## config.mk

```make
export PLATFORM = sky130hd
export DESIGN_NAME = pcpt_range
export DESIGN_NICKNAME = d
export VERILOG_FILES = /design/src/sv/pcpt_pkg.sv /design/src/sv/pcpt_range.sv
export SDC_FILE = /design/constraint.sdc
export NUM_CORES = 1
export LEC_CHECK = 0
export BUFFER_PORTS_ARGS = -buffer_cell sky130_fd_sc_hd__buf_2
export CORE_MARGIN = 2
export CORE_UTILIZATION = 40
export DETAILED_ROUTE_END_ITERATION = 8
export MAX_ROUTING_LAYER = met4
export PLACE_DENSITY_LB_ADDON = 0.08
export SYNTH_ARGS = -nofsm -noshare
export SYNTH_HDL_FRONTEND = slang
export SYNTH_SLANG_ARGS = --single-unit
export TNS_END_PERCENT = 5
```

## constraint.sdc

```tcl
create_clock -name clock -period 11.2 [get_ports clock]
set_clock_uncertainty 0.2 [all_clocks]
set_input_delay 1.12 -clock clock [delete_from_list [all_inputs] [get_ports clock]]
set_output_delay 1.12 -clock clock [all_outputs]
set_load 0.01 [all_outputs]
```

## src/sv/pcpt_pkg.sv

```systemverilog
// Shared constants and types for the parametric curve point and tangent unit.
package pcpt_pkg;

   localparam int ANG_FRAC  = 30;
   localparam int TABLE_LEN = 30;
   localparam int POS_Z_W   = 48;
   localparam int CSR_IDX_W = 8;
   localparam int TRIG_W    = 34;
   localparam int ANG_W     = 33;

   localparam logic [32:0] TWO_PI_Q30   = 33'd6746518852;
   localparam logic [32:0] PI_Q30       = 33'd3373259426;
   localparam logic [32:0] HALF_PI_Q30  = 33'd1686629713;
   localparam logic [29:0] GAIN_Q30     = 30'd652032874;
   localparam logic [29:0] INV_2PI_Q32  = 30'd683565276;

   localparam logic [1:0] KIND_CIRCLE  = 2'd0;
   localparam logic [1:0] KIND_ELLIPSE = 2'd1;
   localparam logic [1:0] KIND_HELIX   = 2'd2;

   localparam logic [CSR_IDX_W-1:0] REG_CURVE_KIND = 8'd0;
   localparam logic [CSR_IDX_W-1:0] REG_AXIS_A     = 8'd1;
   localparam logic [CSR_IDX_W-1:0] REG_AXIS_B     = 8'd2;
   localparam logic [CSR_IDX_W-1:0] REG_PITCH      = 8'd3;

   localparam logic [29:0] ATAN_Q30 [TABLE_LEN] = '{
      30'd843314856, 30'd497837829, 30'd263043836, 30'd133525158, 30'd67021686,
      30'd33543515,  30'd16775850,  30'd8388437,   30'd4194282,   30'd2097149,
      30'd1048575,   30'd524287,    30'd262143,    30'd131071,    30'd65535,
      30'd32767,     30'd16383,     30'd8191,      30'd4095,      30'd2047,
      30'd1023,      30'd511,       30'd255,       30'd127,       30'd63,
      30'd31,        30'd15,        30'd8,         30'd4,         30'd2
   };

   typedef struct packed {
      logic [1:0]         curve_kind;
      logic signed [31:0] axis_a;
      logic signed [31:0] axis_b;
      logic signed [31:0] pitch;
   } cfg_type;

endpackage

```

## src/sv/pcpt_range.sv

```systemverilog
// Angle range reduction: reciprocal-multiply modulo 2*pi, wrap and quadrant fold.
module pcpt_range #(
   parameter int FRAC_BITS = 16
) (
   input  logic                                clock,
   input  logic                                adv,
   input  logic signed [31:0]                  t,
   output logic signed [pcpt_pkg::ANG_W-1:0]   r_out,
   output logic                                flip_out
);
   localparam int S     = 30 - FRAC_BITS;
   localparam int MAG_W = 32 + S;
   localparam logic [63:0] RECIP = (64'd1 << (32 + S)) / 64'(pcpt_pkg::TWO_PI_Q30);
   localparam logic [33:0] TWO_PI_U  = {1'b0, pcpt_pkg::TWO_PI_Q30};
   localparam logic signed [33:0] TWO_PI_S  = $signed({1'b0, pcpt_pkg::TWO_PI_Q30});
   localparam logic signed [33:0] PI_S      = $signed({1'b0, pcpt_pkg::PI_Q30});
   localparam logic signed [33:0] HALF_PI_S = $signed({1'b0, pcpt_pkg::HALF_PI_Q30});

   logic [31:0]      tmag_in, tmag_ff, tmag2_ff;
   logic             neg_ff1, neg_ff2, neg_ff3, neg_ff4;
   logic [S+31:0]    qk;
   logic [S-1:0]     q_ff;
   logic [MAG_W-1:0] mag;
   logic [S+32:0]    qtp;
   logic [S+32:0]    rem0_full;
   logic [33:0]      rem0_ff;
   logic [33:0]      m_in;
   logic [32:0]      m_ff;

   // quotient estimate is exact or one short; one compare-subtract fixes it
   assign tmag_in   = t[31] ? 32'(-t) : 32'(t);
   assign qk        = tmag_ff * RECIP[S-1:0];
   assign mag       = {tmag2_ff, {S{1'b0}}};
   assign qtp       = q_ff * pcpt_pkg::TWO_PI_Q30;
   assign rem0_full = {1'b0, mag} - qtp;
   assign m_in      = (rem0_ff >= TWO_PI_U) ? rem0_ff - TWO_PI_U : rem0_ff;

   always_ff @(posedge clock) begin
      if (adv) begin
         tmag_ff  <= tmag_in;
         neg_ff1  <= t[31];
         q_ff     <= qk[S+31:32];
         tmag2_ff <= tmag_ff;
         neg_ff2  <= neg_ff1;
         rem0_ff  <= rem0_full[33:0];
         neg_ff3  <= neg_ff2;
         m_ff     <= m_in[32:0];
         neg_ff4  <= neg_ff3;
      end
   end

   // wrap into (-pi, pi]
   logic [32:0]        r1;
   logic signed [33:0] rw_in, rw_ff;

   assign r1 = neg_ff4 ? ((m_ff == 33'd0) ? 33'd0 : pcpt_pkg::TWO_PI_Q30 - m_ff) : m_ff;
   assign rw_in = (r1 > pcpt_pkg::PI_Q30) ? $signed({1'b0, r1}) - TWO_PI_S
                                          : $signed({1'b0, r1});

   // fold into [-pi/2, pi/2]
   logic signed [33:0]                fold;
   logic                              flip_in;
   logic signed [pcpt_pkg::ANG_W-1:0] r_ff;
   logic                              flip_ff;

   always_comb begin
      fold    = rw_ff;
      flip_in = 1'b0;
      if (rw_ff > HALF_PI_S) begin
         fold    = rw_ff - PI_S;
         flip_in = 1'b1;
      end else if (rw_ff < -HALF_PI_S) begin
         fold    = rw_ff + PI_S;
         flip_in = 1'b1;
      end
   end

   always_ff @(posedge clock) begin
      if (adv) begin
         rw_ff   <= rw_in;
         r_ff    <= fold[pcpt_pkg::ANG_W-1:0];
         flip_ff <= flip_in;
      end
   end

   assign r_out    = r_ff;
   assign flip_out = flip_ff;
endmodule

```

=== Word-level counts from Yosys, hierarchy flattened ===
Index checks and enable logic that the tools add are counted.

* Output and inout bits: 34
* Flip-flop bits (word level): 205

* Multiply operators: 2
* Add/subtract/negate cells: 7
* Reductions and logical operators: 1
* Magnitude comparators: 4
* Muxes and demuxes: 8

{| class="wikitable"
|+ Operators by type and width
! cell !! number
|-
| 2-to-1 mux 33 bit || 6
|-
| subtractor 33 bit (second input constant) || 2
|-
| multiplier 32 x 13 -> 45 bit (second input constant) || 1
|-
| greater-or-equal comparator 34 x 33 -> 1 bit (second input constant) || 1
|-
| > comparator 34 x 32 -> 1 bit (second input constant) || 1
|-
| < comparator 34 x 32 -> 1 bit (second input constant) || 1
|-
| subtractor 33 x 33 -> 34 bit (second input constant) || 1
|-
| subtractor 34 bit || 1
|-
| adder 33 bit (second input constant) || 1
|-
| > comparator 33 x 32 -> 1 bit (second input constant) || 1
|-
| logical NOT 33 bit || 1
|-
| subtractor 33 bit (first input constant) || 1
|-
| multiplier 14 x 31 -> 32 bit (second input constant) || 1
|-
| negator 32 bit || 1
|-
| 2-to-1 mux 31 bit || 1
|-
| 2-to-1 mux 1 bit || 1
|}

=== Logic depth before layout (Yosys ltp) ===
* Depth in word-level cells: 5
* Mapped depth: 29
* Depth with buffers taken out: 29

=== Worst setup path before layout ===
OpenSTA, ideal clock, no wires.

* Path type: flip-flop to flip-flop
* Start point: reg q_ff[3]
* End point: reg rem0_ff[33] (data pin)
* Arrival: 6,506 ps
* Stages on the path, launching flop included: 28
* Clock period less this slack: 6,965 ps
* Data required time: 10,741 ps
* Slack: 4,235 ps
* Buffers on the path: 0
* Cells stage by stage: edfxtp_1 fa_1 inv_1 fa_1 fa_1 inv_1 fa_1 fa_1 inv_1 fa_1 inv_1 ha_1 a21oi_1 o21ai_0 nand2_1 o2111ai_1 a31oi_1 nor2b_1 o31ai_1 o21bai_1 a21oi_1 xor2_1 ha_1 a21o_1 a21oi_1 o31ai_1 xnor2_1 xnor2_1

* Word-level cells in the longest chain between the ends: 2

{| class="wikitable"
|+ Ends and longest elaborated chain
! element !! RTL line !! source
|-
| start, declared || pcpt_range.sv:22 || <nowiki>logic [S-1:0] q_ff;</nowiki>
|-
| start signal, assigned || pcpt_range.sv:42 || <nowiki>q_ff <= qk[S+31:32];</nowiki>
|-
| multiplier 14 x 31 -> 32 bit || pcpt_range.sv:34 || <nowiki>assign qtp = q_ff * pcpt_pkg::TWO_PI_Q30;</nowiki>
|-
| subtractor 34 bit || pcpt_range.sv:35 || <nowiki>assign rem0_full = {1'b0, mag} - qtp;</nowiki>
|-
| named net rem0_full[33] || pcpt_range.sv:25 || <nowiki>logic [S+32:0] rem0_full;</nowiki>
|-
| end signal, assigned || pcpt_range.sv:45 || <nowiki>rem0_ff <= rem0_full[33:0];</nowiki>
|-
| end, declared || pcpt_range.sv:26 || <nowiki>logic [33:0] rem0_ff;</nowiki>
|}

The timed path passes the listed nets, and every way through them passes these cells.
A chain may end at the register's enable or synchronous reset.

=== Worst setup path after layout ===
* Start point: reg q_ff[3]
* End point: reg rem0_ff[31] (data pin)

Same word-level chain as after synthesis.

==> results.md <==
* Pins over their slew limit at 0
* FMAX at 0.129 GHz
* Area added between synthesis and finish at 7.39%
* Hold Path Cell Cnt at 0
* Reg2reg end: rem0_ff[31]
* Crit path cell chain: inv_1 -> ha_1 -> ha_1 -> xor2_1 -> ha_1 -> fa_1 -> inv_1 -> fa_1 -> inv_1 -> fa_1 -> ha_1 -> o41ai_1 -> nor2_1 -> nor2_1 -> xor2_1 -> ha_1 -> a2111oi_0 -> nand2b_1 -> o21ai_0 -> o41a_1 -> a21oi_1 -> o21ai_0 -> o41ai_1 -> xnor2_1
* WL/cell at 18.2 um
* CP bufs+invs at 3
* Status: complete, no violations
* Fraction of layout cells with a size suffix above 1 at 0.0564
* Synthesis Warnings at 0
* Synth area leaders: edfxtp_1, fa_1, ha_1, inv_1, xnor2_1
* Max Cap Viol at 0
* Number of flops mapped to enable cells by yosys at 197
* Tot GR Track Use at 0.201
* Vias/cell at 5.23
* Top_reg_cell synth: edfxtp_1
* N_diodes at 0
* Placer Congestion at 0.890
* Num ports at 68
* Post-Syn Instances at 2292
* Reg2Reg Setup Slack at 3.47 ns
* Minimum clock period after layout at 7.73 ns
* Unrepaired setup endpoints after global routing: no
* #FFs+latches synth at 197
* Global route total overflow at 0
* Endpoint class of the critical path: flop
* Startpoint Class: flop
* Initial Util at 0.403
* CTS buffer count at 17
* Final setup violation count at 0
* Crit path max fanout at 11
* Clock slew at reported path FFs at 0.08 ns
* Crit path DAT at 7.76 ns
* Syn nets at 2875
* DRC at 0
* End of the worst hold path: neg_ff4
* Register area share after synthesis at 0.250
* Core area at 58700 um2
* Via count at 16284
* First-pass DRT Iterations at 5
* Setup TNS Final at 0 ns
* Most used cell, CP: ha_1
* Die Area at 61000 um2
* Root Driver: clkbuf_16
* Slowest library cell on the worst path: edfxtp_1
* Worst Hold Launch: neg_ff3
* Worst EP required at 11.23 ns
* CTS resizes at 0
* Top cell type's share of synthesized area at 0.250
* WS Path Type: reg2reg
* Post-CTS Setup Inserts at 0
* Worst Hold Margin at 0.235 ns
* Clk_lat worst skew at 0.48 ns
* Clock buffer depth at 2
* Fill count at 5663
* Buffers on Ports at 66
* Async SR Flop Fraction at 0
* # hold bufs at CTS at 0
* Crit-path max cell delay at 0.65 ns
* TritonCTS clock tree: done
* Final wirelength at 56600 um
* Hpwl dp at 47000 um
* Synth Area per Inst at 10.3 um2
* DRT iter0 DRCs at 742
* First-pass GRT wire length at 91400 um
* Reg2Reg Depth at 24
* Delay-heaviest family, CP: adder cells
* Hold Vio Cnt, Final at 0
* Std cell rows at 89
* Antenna violations before repair at 0
* NumNets Final at 2911
* Actual slew at the worst max-slew pin at 1.20 ns
* Post-Syn Area at 23600 um2
* Netlist cell types at 83
* Number of global-route vias before repair at 17291
* RR Startpoint: q_ff[3]
* Largest net degree at the start of global routing at 121
* Die Wd at 247 um
* H-tree depth at 4
* DRT antenna net count at 0
* Die H at 247 um
* Yosys top cell by area: edfxtp_1
* Hold Crit Class: reg2reg
* Max-slew headroom at 0.200
* Fin crit share at 0.690
* Clk sinks at 197
## per-stage QoR
stage / instance area (um2) / std cells / util / setup slack, ns
after CTS: 25400 / 3114 / 0.432 / 3.56
final: 25400 / 3114 / 0.432 / 3.47
after global routing: 25400 / 3114 / 0.432 / 3.00
after floorplan: 23600 / 2292 / - / 4.24
after global placement: 24800 / 3082 / 0.422 / 3.63
after detailed placement: 24800 / 3082 / 0.422 / 3.58
## layout by cell type (no fill, tap or decap), types with 15 or more instances in the layout
cell and n:
ha_1 284, xnor2_1 137, or3_1 17, nand2_1 105, and2_1 16, a21o_1 45, nor3_1 43, nor4_1 16
buf_2 65, o21a_1 15, nor2_1 96, and3_1 15, o21ai_0 99, edfxtp_1 197, nand2b_1 18, xor2_1 85
clkbuf_16 17, fa_1 265, nand3_1 30, inv_1 381, o31ai_1 21, a21oi_1 97
## how the worst max path moves through the flow
stage          slack (ns)          end  depth (start not counted)    start
4_1_cts              3.56  rem0_ff[31]                         24  q_ff[2]
3_5_place_dp         3.58  rem0_ff[31]                         24  q_ff[2]
3_3_place_gp         3.63  rem0_ff[31]                         24  q_ff[3]
6_report             3.47  rem0_ff[31]                         24  q_ff[3]
5_1_grt              3.00  rem0_ff[31]                         24  q_ff[2]
2_1_floorplan        4.24  rem0_ff[33]                         27  q_ff[3]
## kinds of logic (layout without fill, tap and decap cells)
group           count (synthesis)  count (layout)  share of synthesized area
other cells                     1               1                   0.000159
flops                         197             197                      0.250
buf+inv                       437             486                     0.0698
xor+xnor                      222             222                     0.0823
simple gates                  437             437                     0.0948
mux                            10              10                    0.00429
fa+ha+maj                     549             549                      0.375
compound gates                439             439                      0.123
## final cells by class
cell class / instances / area, um2 / area share
well taps: 773 / 967 / 0.0381
repair buffers: 72 / 384 / 0.0151
inverters: 382 / 1430 / 0.0565
clock inverters: 15 / 180 / 0.00710
flip-flops and latches: 197 / 5920 / 0.233
multi-input cells: 1658 / 16100 / 0.633
clock buffers: 17 / 425 / 0.0168
## routing by layer
metal	up-vias	routed length, um	part of all wire	track usage
met2	243	30700	0.54	0.370
met4	0	1960	0.035	0.0796
met3	103	1120	0.020	0.0234
met5	-	0	0	-
met1	7990	22800	0.40	0.219
li1	7948	-	-	-
## synth_stat cells, types with 14 or more instances
library cell / number
a21oi_1: 97
nand3_1: 30
nand2_1: 105
edfxtp_1: 197
a21o_1: 45
and3_1: 15
o21a_1: 15
o21ai_0: 100
xnor2_1: 137
clkbuf_1: 46
or3_1: 17
nor3_1: 43
o31ai_1: 21
nand2b_1: 18
nor2_1: 96
and2_1: 16
ha_1: 284
xor2_1: 85
or4_1: 14
nor4_1: 16
fa_1: 265
nand4_1: 14
inv_1: 381
## state kept, by name (all words and copies together), names as in the netlist
signal and cells:
r_out 32, rem0_ff 32, rw_ff 32, tmag_ff 32, m_ff 31, tmag2_ff 20
q_ff 14, neg_ff1 1, neg_ff2 1, neg_ff3 1, neg_ff4 1
Power is not shown: default switching activity piles up to over one toggle a cycle in this logic, so the estimate is an artifact.
